--- src/hdl/skst_pkg.sv ---
// ----------------------------------------------------------------------------
// skst_pkg: shared types and constants of the serial key sequence translator
// Holds the transaction payload structs, the action and result codes, the
// byte constants used by the matcher and the sequencer state type.
// ----------------------------------------------------------------------------
package skst_pkg;

  typedef struct packed {
    logic [1:0]  action;
    logic [10:0] table_address;
    logic [7:0]  table_byte;
    logic [7:0]  rx_byte;
    logic [7:0]  key_buffer_used;
  } item_t;

  typedef struct packed {
    logic [2:0] result_kind;
    logic [6:0] scan_code;
    logic [7:0] paste_char;
    logic       paste_mode_now;
    logic       last;
  } result_t;

  localparam logic [1:0] ACT_LOAD = 2'd0;
  localparam logic [1:0] ACT_RX   = 2'd1;
  localparam logic [1:0] ACT_TAKE = 2'd2;
  localparam logic [1:0] ACT_PEEK = 2'd3;

  localparam logic [2:0] KIND_PRESS   = 3'd0;
  localparam logic [2:0] KIND_RELEASE = 3'd1;
  localparam logic [2:0] KIND_PASTE   = 3'd2;
  localparam logic [2:0] KIND_EMPTY   = 3'd3;
  localparam logic [2:0] KIND_DONE    = 3'd4;

  localparam logic [7:0] ZERO_SUBST = 8'h80;
  localparam logic [7:0] SJIS_LO1   = 8'h81;
  localparam logic [7:0] SJIS_HI1   = 8'h9f;
  localparam logic [7:0] SJIS_LO2   = 8'he0;
  localparam logic [7:0] CAP_RESET  = 8'd60;

  // Event buffer: at most 63 key events are reported per transaction.
  localparam int         EV_DEPTH = 64;
  localparam int         EVW      = 6;
  localparam logic [5:0] EV_MAX   = 6'd63;

  typedef enum logic [4:0] {
    S_IDLE,
    S_TR_START,
    S_GATHER_RD,
    S_GATHER_EV,
    S_CMP_RD,
    S_CMP_EV,
    S_SKIP1_RD,
    S_SKIP1_EV,
    S_SKIP2_RD,
    S_SKIP2_EV,
    S_CNT_RD,
    S_CNT_EV,
    S_REL,
    S_EMIT_RD,
    S_EMIT_EV,
    S_EMIT_REL,
    S_PASTE_RD,
    S_PASTE_EV,
    S_DRAIN_RD,
    S_DRAIN_PUSH,
    S_FIN
  } state_t;

endpackage

--- src/hdl/skst_out_reg.sv ---
// ----------------------------------------------------------------------------
// skst_out_reg: result output register
// Holds one result transaction for the downstream side and tells the
// sequencer when it can take another one.
// ----------------------------------------------------------------------------
module skst_out_reg (
  input  logic              clk,
  input  logic              rst,
  input  logic              push,
  input  skst_pkg::result_t push_data,
  output logic              space,
  output logic              valid,
  input  logic              ready,
  output skst_pkg::result_t data
);

  import skst_pkg::*;

  assign space = !valid || ready;

  always_ff @(posedge clk) begin
    if (rst) begin
      valid <= 1'b0;
    end else if (space) begin
      valid <= push;
    end
  end

  always_ff @(posedge clk) begin
    if (space && push) begin
      data <= push_data;
    end
  end

endmodule

--- config.mk ---
export PLATFORM = sky130hd
export DESIGN_NAME = skst_out_reg
export DESIGN_NICKNAME = d
export VERILOG_FILES = /design/src/hdl/skst_pkg.sv /design/src/hdl/skst_out_reg.sv
export SDC_FILE = /design/constraint.sdc
export NUM_CORES = 1
export LEC_CHECK = 0
export BUFFER_PORTS_ARGS = -buffer_cell sky130_fd_sc_hd__clkbuf_2
export CAP_MARGIN = 30
export CELL_PAD_IN_SITES_DETAIL_PLACEMENT = 1
export CELL_PAD_IN_SITES_GLOBAL_PLACEMENT = 1
export CORE_AREA = 2 2 50 52
export CTS_CLUSTER_DIAMETER = 80
export CTS_CLUSTER_SIZE = 28
export DETAILED_ROUTE_END_ITERATION = 8
export DIE_AREA = 0 0 52 54
export GPL_ROUTABILITY_DRIVEN = 0
export GPL_TIMING_DRIVEN = 0
export PLACE_DENSITY_LB_ADDON = 0.1
export SETUP_SLACK_MARGIN = 0.4
export SLEW_MARGIN = 20
export SYNTH_ARGS = -nofsm -noshare
export SYNTH_HDL_FRONTEND = slang
export SYNTH_SLANG_ARGS = --single-unit
--- constraint.sdc ---
create_clock -name clk -period 1.15 [get_ports clk]
set_input_delay 0.115 -clock clk [delete_from_list [all_inputs] [get_ports clk]]
set_output_delay 0.115 -clock clk [all_outputs]
set_load 0.01 [all_outputs]
==> results.toml <==
[run_status]
status = "completed"

[routing]
drt-pass1-iter-count = 3
routed_via_density = 3.938
antenna_left = 0
drtIter0Drc = 5
drc_errors = 0
routed_wl_um = 1493
num_vias = 508
wl_per_cell_um = 11.57

[timing]
timing.setup.tns_ns = 0
slew_headroom = 0.9034
period_needed_ns = 0.9742
setup_viol = 0
setup_ws_ns = 0.1758
hold_viol = 0
final.setup_skew_ns = 0.001618
rsz0062_at_grt = "yes"
worst_pin_slew_ns = 0.1449
slew_viol_final = 0
min_period_over_period = 0.8471
fmax_mhz = 1026

[global_routing]
grt_usage = 0.1138
antenna_found_initial = 0
grt_pass1_vias = 550
grt_pass1_wl_um = 2290
grt_max_degree = 12
grt.overflow.total = 0

[synthesis]
syn_area_um2 = 655.6
syn_area_per_cell_um2 = 26.23
netlist_instances = 25
seq_area_frac_synth = 0.9466
synth_cell_types = 6
synth_seq_cells = 21
synth_nets = 49
yosysWarnings = 0

[floorplanning]
die_area_um2 = 2808
die_h_um = 54
row_count = 18
start_util = 0.2826
ios = 46
core-area_um2 = 2320
dieWidth_um = 52

[clock_tree]
clk_latency_ns = 0.29
clock-sinks = 21
cts_tree = "done"
clkTransAtPathRegs_ns = 0.11
cts_buffer_depth = 2
h-tree-depth = 1
cts-root-buf = "clkbuf_4"
cts_inserted_buffers = 3

[layout]
finalNetCount = 124
drive_gt1_frac = 0.5657
postLayoutCoreUtil = 0.5162
final_common_cell = "clkbuf_2"
num_antenna_cells = 0
area_growth_syn_to_layout_pct = 82.63
fillers = 253
final_cell_mix = "clkbuf_2, dlygate4sd3_1, edfxtp_1, clkbuf_4"

[power_and_ir_drop]
power_leakage_nw = 0.5320
ir_worst_vdd_mv = 0.6734
power-per-cell-area_nw_per_um2 = 1208

[worst_setup_path]
cp_data_required_time_ns = 1.03
cp-start-kind = "register"
crit_type = "reg2out"
critPathMaxFanout = 4
arrival_ns = 0.86
critPathCaptureType = "output port"

[hold_path]
hold_class = "in2reg"

[job]
max-cap-violations = 0

[placed_design]
dp_slack_ns = 0.1072
port_buffers = 45
[report_power, final]
| part | internal, mW | total (mW) | switching (mW) |
|---|---|---|---|
| sequential | 0.889 | 0.901 | 0.0122 |
| combinational | 0.120 | 0.202 | 0.0822 |
| clock | 0.135 | 0.343 | 0.209 |
| total | 1.14 | 1.45 | 0.303 |
[routing by layer]
metal,global-route usage,wire (um),up-vias
met5,0,0,-
li1,-,-,244
met4,0.03947,0,0
met3,0.03333,96,0
met2,0.2131,858,24
met1,0.1213,539,240
[worst paths after layout]
| path | startpoint | end | slack (ns) | depth (start not counted) |
|---|---|---|---|---|
| setup / recovery | valid$_SDFFE_PP0P_ | space | 0.18 | 2 |
| hold / removal | push | valid$_SDFFE_PP0P_ | 0.07 | 3 |
| setup reg to reg | valid$_SDFFE_PP0P_ | valid$_SDFFE_PP0P_ | 0.20 | 5 |
| hold reg to reg | valid$_SDFFE_PP0P_ | valid$_SDFFE_PP0P_ | 0.77 | 5 |
[worst max-delay path: stages, from the launching register on]
cell      delay, ns
dfxtp_2        0.37
nand2b_4       0.07
buf_6          0.12
[cell type report]
cell class / count / area [um^2] / area share
Tap cell: 30 / 37.54 / 0.03135
Clock buffer: 4 / 26.28 / 0.02194
Inverter: 1 / 3.754 / 0.003135
Sequential cell: 21 / 621.8 / 0.5193
Multi-Input combinational cell: 4 / 40.04 / 0.03344
Timing Repair Buffer: 69 / 467.9 / 0.3908
[sequential cells by signal (all words and copies together), names as in the netlist]
signal  count
data       20
valid       1
[cells in the mapped netlist, drive strengths merged]
cell type  number  area, um^2
dfxtp           1       20.02
edfxtp         20       600.6
inv             1       3.750
and2            1       8.760
nand2b          1       13.76
a21oi           1       8.760
[stage by stage]
stage | hold slack, ns | cells | cell area, um^2 | total power [mW]
floorplan | 0.1701 | 25 | 656.9 | 0.9674
global placement | 0.2713 | 100 | 919.6 | 1.048
detailed placement | 0.2721 | 100 | 919.6 | 1.052
CTS | 0.04833 | 128 | 1180 | 1.464
global route | 0.07414 | 129 | 1197 | 1.530
finish | 0.07044 | 129 | 1197 | 1.447
[repair_timing]
| action | 4_1_cts | 5_1_grt |
|---|---|---|
| hold buffers | 21 | 0 |
| resized for setup | 1 | 3 |
| hold endpoints to repair | 21 | 0 |
| gates cloned | 1 | 0 |
| buffers inserted | 2 | 1 |
| setup endpoints to repair | 42 | 43 |
| pin swaps | 2 | 1 |
[logic make-up (layout without fill, tap and decap cells)]
group                  count (synthesis)  after routing  share of synthesized area
DFF                                   21             21                     0.9466
and+or+nand+nor                        2              3                    0.03435
AOI/OAI and AO/OA                      1              1                    0.01336
buffers and inverters                  1             74                   0.005720
No activity file was read; power rests on OpenSTA's default activity.
