$ cat src/hdl/skst_ram.sv
// ----------------------------------------------------------------------------
// skst_ram: generic simple dual-port RAM
// One write port and one read port; read data is registered and holds its
// value while no read is requested.
// ----------------------------------------------------------------------------
module skst_ram #(
  parameter int WIDTH = 8,
  parameter int DEPTH = 64
) (
  input  logic                     clk,
  input  logic                     we,
  input  logic [$clog2(DEPTH)-1:0] waddr,
  input  logic [WIDTH-1:0]         wdata,
  input  logic                     re,
  input  logic [$clog2(DEPTH)-1:0] raddr,
  output logic [WIDTH-1:0]         rdata
);

  logic [WIDTH-1:0] mem [DEPTH];

  always_ff @(posedge clk) begin
    if (we) begin
      mem[waddr] <= wdata;
    end
    if (re) begin
      rdata <= mem[raddr];
    end
  end

endmodule

$ cat config.mk
export PLATFORM = sky130hd
export DESIGN_NAME = skst_ram
export DESIGN_NICKNAME = d
export VERILOG_FILES = /design/src/hdl/skst_ram.sv
export SDC_FILE = /design/constraint.sdc
export NUM_CORES = 1
export LEC_CHECK = 0
export BUFFER_PORTS_ARGS = -buffer_cell sky130_fd_sc_hd__buf_2
export CAP_MARGIN = 20
export CORE_MARGIN = 10
export CORE_UTILIZATION = 50
export CTS_BUF_LIST = sky130_fd_sc_hd__clkbuf_16
export DETAILED_ROUTE_END_ITERATION = 12
export PLACE_DENSITY_LB_ADDON = 0.1
export RECOVER_POWER = 25
export SYNTH_ARGS = -nofsm -noshare
export SYNTH_HDL_FRONTEND = slang
export SYNTH_SLANG_ARGS = --single-unit
$ cat constraint.sdc
create_clock -name clk -period 2 [get_ports clk]
set_clock_uncertainty 0.2 [all_clocks]
set_input_delay 0.1 -clock clk [delete_from_list [all_inputs] [get_ports clk]]
set_output_delay 0.1 -clock clk [all_outputs]
set_load 0.01 [all_outputs]
==> load_flow_metrics.sql <==
INSERT INTO impl_metrics (metric_group, metric, value, unit) VALUES
('global_routing', 'grt.total_usage', '18.8', '%'),
('placed_design', 'routabilityCongestion', '0.809', ''),
('global_routing', 'vias_in_the_first_global_route', '10418', ''),
('critical_path', 'timing.critical_path.mode_cell', 'sky130_fd_sc_hd__mux4_2', ''),
('detailed_routing', 'drt_drc_violations_left', '0', ''),
('timing', 'finalSetupViolations', '8', ''),
('detailed_routing', 'first_drt_iteration_drcs', '1031', ''),
('placed_design', 'dp_hpwl', '29100', 'um'),
('global_routing', 'antenna_found_initial', '1', ''),
('timing', 'timing.final.hold_violations', '8', ''),
('timing', 'achievable_freq', '456', 'MHz'),
('critical_path', 'cp_data_required_time', '2.15', 'ns'),
('detailed_routing', 'routed_wirelength', '46000', 'um'),
('critical_path', 'slack_of_the_worst_reg_to_reg_path', '-0.19', 'ns'),
('timing', 'finalWorstSetupSlack', '-0.195', 'ns'),
('cells_and_area', 'layout-area-overhead-vs-synth', '18.7', '%'),
('critical_path', 'crit_path_start_kind', 'flop', ''),
('logic_synthesis', 'ys_seq_elements', '520', ''),
('timing', 'final.hold.worst_slack', '-0.180', 'ns'),
('hold_path', 'worst_hold_path_type', 'in -> reg', ''),
('die', 'floorplan.io_pins', '31', ''),
('cells_and_area', 'post-route-util', '60.2', '%'),
('timing', 'fin_setup_tns', '-1.14', 'ns'),
('detailed_routing', 'drt-vias-per-instance', '5.80', ''),
('cells_and_area', 'proportion_of_layout_cells_with_a_drive_suffix_above_1', '35.1', '%'),
('logic_synthesis', 'ys.warnings.count', '0', ''),
('timing', 'final_period_minus_worst_setup_slack', '2.19', 'ns'),
('pwr', 'max-vdd-ir-drop', '0.764', 'mV'),
('die', 'core_box_area', '39900', 'um^2'),
('cells_and_area', 'finish.net_count', '1163', ''),
('critical_path', 'crit_path_max_fanout', '1', ''),
('timing', 'layout_worst_path_cycle_share', '110', '%'),
('cells_and_area', 'design_area', '24000', 'um^2'),
('critical_path', 'regToRegEndpoint', 'rdata[1]', ''),
('detailed_routing', 'route.detailed.wl_per_inst', '27.0', 'um'),
('placed_design', 'placed_area', '22100', 'um^2'),
('critical_path', 'worstSetupEndpointType', 'flop', ''),
('critical_path', 'worst_r2r_path_depth', '5', ''),
('cells_and_area', 'most_frequent_cells_in_the_layout', 'sky130_fd_sc_hd__edfxtp_1 (520), sky130_fd_sc_hd__buf_4 (140), sky130_fd_sc_hd__mux4_2 (126), sky130_fd_sc_hd__nor2_1 (81), sky130_fd_sc_hd__clkbuf_16 (55)', ''),
('logic_synthesis', 'synthesis.area', '20200', 'um^2'),
('clock_network', 'tritoncts.num_buffers', '53', ''),
('global_routing', 'grt.overflow.total', '0', ''),
('detailed_routing', 'detailroute.via_count', '9914', ''),
('die', 'dieWidth', '221', 'um'),
('logic_synthesis', 'yosysUniqueCellTypes', '39', ''),
('logic_synthesis', 'postSynthNetCount', '963', ''),
('pwr', 'leakage_power_total', '7.90', 'nW'),
('timing', 'grt_setup_unrepaired', 'yes', ''),
('hold_path', 'hold_end', 'rdata[2]', ''),
('timing', 'timing.slew.headroom', '3.53', '%'),
('die', 'floorplan.die_area', '48900', 'um^2'),
('detailed_routing', 'detail-route-antenna-nets', '0', ''),
('critical_path', 'arrival', '2.34', 'ns'),
('critical_path', 'critical_path.reg2reg.startpoint', 'mem[13][1]', ''),
('cells_and_area', 'layout.filler_cells', '2865', ''),
('logic_synthesis', 'syn_area_per_cell', '21.5', 'um^2'),
('placed_design', 'port_buffers', '30', ''),
('hold_path', 'hold-path-cell-count', '3', ''),
('critical_path', 'critical_path.max_stage_delay', '0.55', 'ns'),
('job', 'max-cap-violations', '0', ''),
('critical_path', 'critPathSlowestCell', 'sky130_fd_sc_hd__mux4_2', ''),
('clock_network', 'clock_insertion_delay_worst_skew', '0.60', 'ns'),
('global_routing', 'grt_max_degree', '65', ''),
('status', 'failed_checks', 'hold timing, setup timing', ''),
('clock_network', 'cts_htree_levels', '2', ''),
('status', 'status', 'finished, violations left', ''),
('cells_and_area', 'layout_commonest_cell', 'sky130_fd_sc_hd__edfxtp_1', ''),
('clock_network', 'cts.sink_count', '520', ''),
('timing', 'slew_viol_final', '0', ''),
('critical_path', 'cells_along_the_critical_path', 'mux4_2, mux4_2, nor2_4, nor3_2, o2bb2ai_1', ''),
('die', 'dieHeight', '221', 'um');
[final cells by class]
type | count | area (um^2) | area share, %
clock buffers | 55 | 1380 | 5.72
flip-flops and latches | 520 | 15600 | 65.0
well taps | 525 | 657 | 2.73
multi-input cells | 369 | 4400 | 18.3
repair buffers | 196 | 1600 | 6.66
diodes | 2 | 5.00 | 0.0208
clock inverters | 41 | 390 | 1.62
[kinds of logic after synthesis]
family	share of synthesized area, %
flops	77.1
mux	15.9
buf+inv	1.56
simple gates	3.37
compound gates	2.06
[Yosys cell counts (all sizes together)]
| library cell | count | share of area, % |
|---|---|---|
| nand2 | 19 | 0.35 |
| o2111ai | 3 | 0.13 |
| nand3b | 3 | 0.11 |
| nor2b | 14 | 0.43 |
| nor4 | 2 | 0.062 |
| o221a | 2 | 0.11 |
| a211oi | 4 | 0.15 |
| nand3 | 13 | 0.32 |
| o221ai | 8 | 0.35 |
| o21ai | 4 | 0.099 |
| nor3 | 7 | 0.17 |
| mux4 | 126 | 14 |
| a31oi | 1 | 0.031 |
| o22ai | 8 | 0.25 |
| mux2i | 23 | 1.1 |
| a221oi | 6 | 0.26 |
| nand4 | 2 | 0.062 |
| a21oi | 3 | 0.074 |
| nand2b | 7 | 0.22 |
| buf | 34 | 1.2 |
| nor2 | 83 | 1.5 |
| a22oi | 3 | 0.11 |
| nand4b | 1 | 0.043 |
| o311ai | 1 | 0.043 |
| clkbuf | 17 | 0.32 |
| o41ai | 2 | 0.087 |
| o32ai | 2 | 0.087 |
| o21a | 2 | 0.074 |
| a2111oi | 2 | 0.087 |
| and2 | 1 | 0.031 |
| o2bb2ai | 3 | 0.13 |
| or3 | 1 | 0.031 |
| edfxtp | 520 | 77 |
| mux2 | 13 | 0.72 |
[worst max-delay path by stage]
stage | start | endpoint | slack (ns)
after global placement | raddr[0] | rdata[1] | -0.48
after global routing | mem[15][1] | rdata[1] | -0.24
after detailed placement | raddr[0] | rdata[1] | -0.53
final | mem[13][1] | rdata[1] | -0.19
after CTS | mem[13][1] | rdata[1] | -0.21
after floorplan | raddr[0] | rdata[0] | 0.003
[worst max-delay path, delay by kind of cell, from the launching register on]
family	cells	cell delay, ns
compound gates	1	0.13
flops	1	0.37
mux	2	1.05
simple gates	2	0.19
[report_power, final]
| part | internal (W) | total, W | switching, W |
|---|---|---|---|
| Clock | 0.00598 | 0.00996 | 0.00398 |
| Sequential | 0.0121 | 0.0121 | 0.0000320 |
| Combinational | 0.000552 | 0.00130 | 0.000745 |
[routing by layer]
| metal | GRT usage [%] | vias to the layer above | routed length [um] |
|---|---|---|---|
| met2 | 29.6 | 292 | 22100 |
| met5 | 0 | - | 0 |
| li1 | - | 4335 | - |
| met1 | 26.4 | 5230 | 19900 |
| met4 | 5.79 | 0 | 1010 |
| met3 | 3.43 | 57 | 3040 |
[registers in the layout, indices dropped and copies added, names as in the netlist]
| signal | flops |
|---|---|
| mem | 512 |
| rdata | 8 |
[through the flow]
stage                     std cells  setup WS [ns]  power [W]
after floorplan                 940        0.00264     0.0130
after global placement         1597         -0.478     0.0136
after detailed placement       1597         -0.532     0.0136
after CTS                      1702         -0.212     0.0235
after global routing           1707         -0.240     0.0241
final                          1708         -0.195     0.0234
[what timing repair did]
action                                  in CTS  in global routing
gates resized for setup                     13                  4
pin swaps                                    2                  1
hold buffers                                 9                  2
endpoints found under the setup margin       8                  8
endpoints found under the hold margin      176                 91
setup buffers                                0                  0
Power figures use the tool's default switching activity.
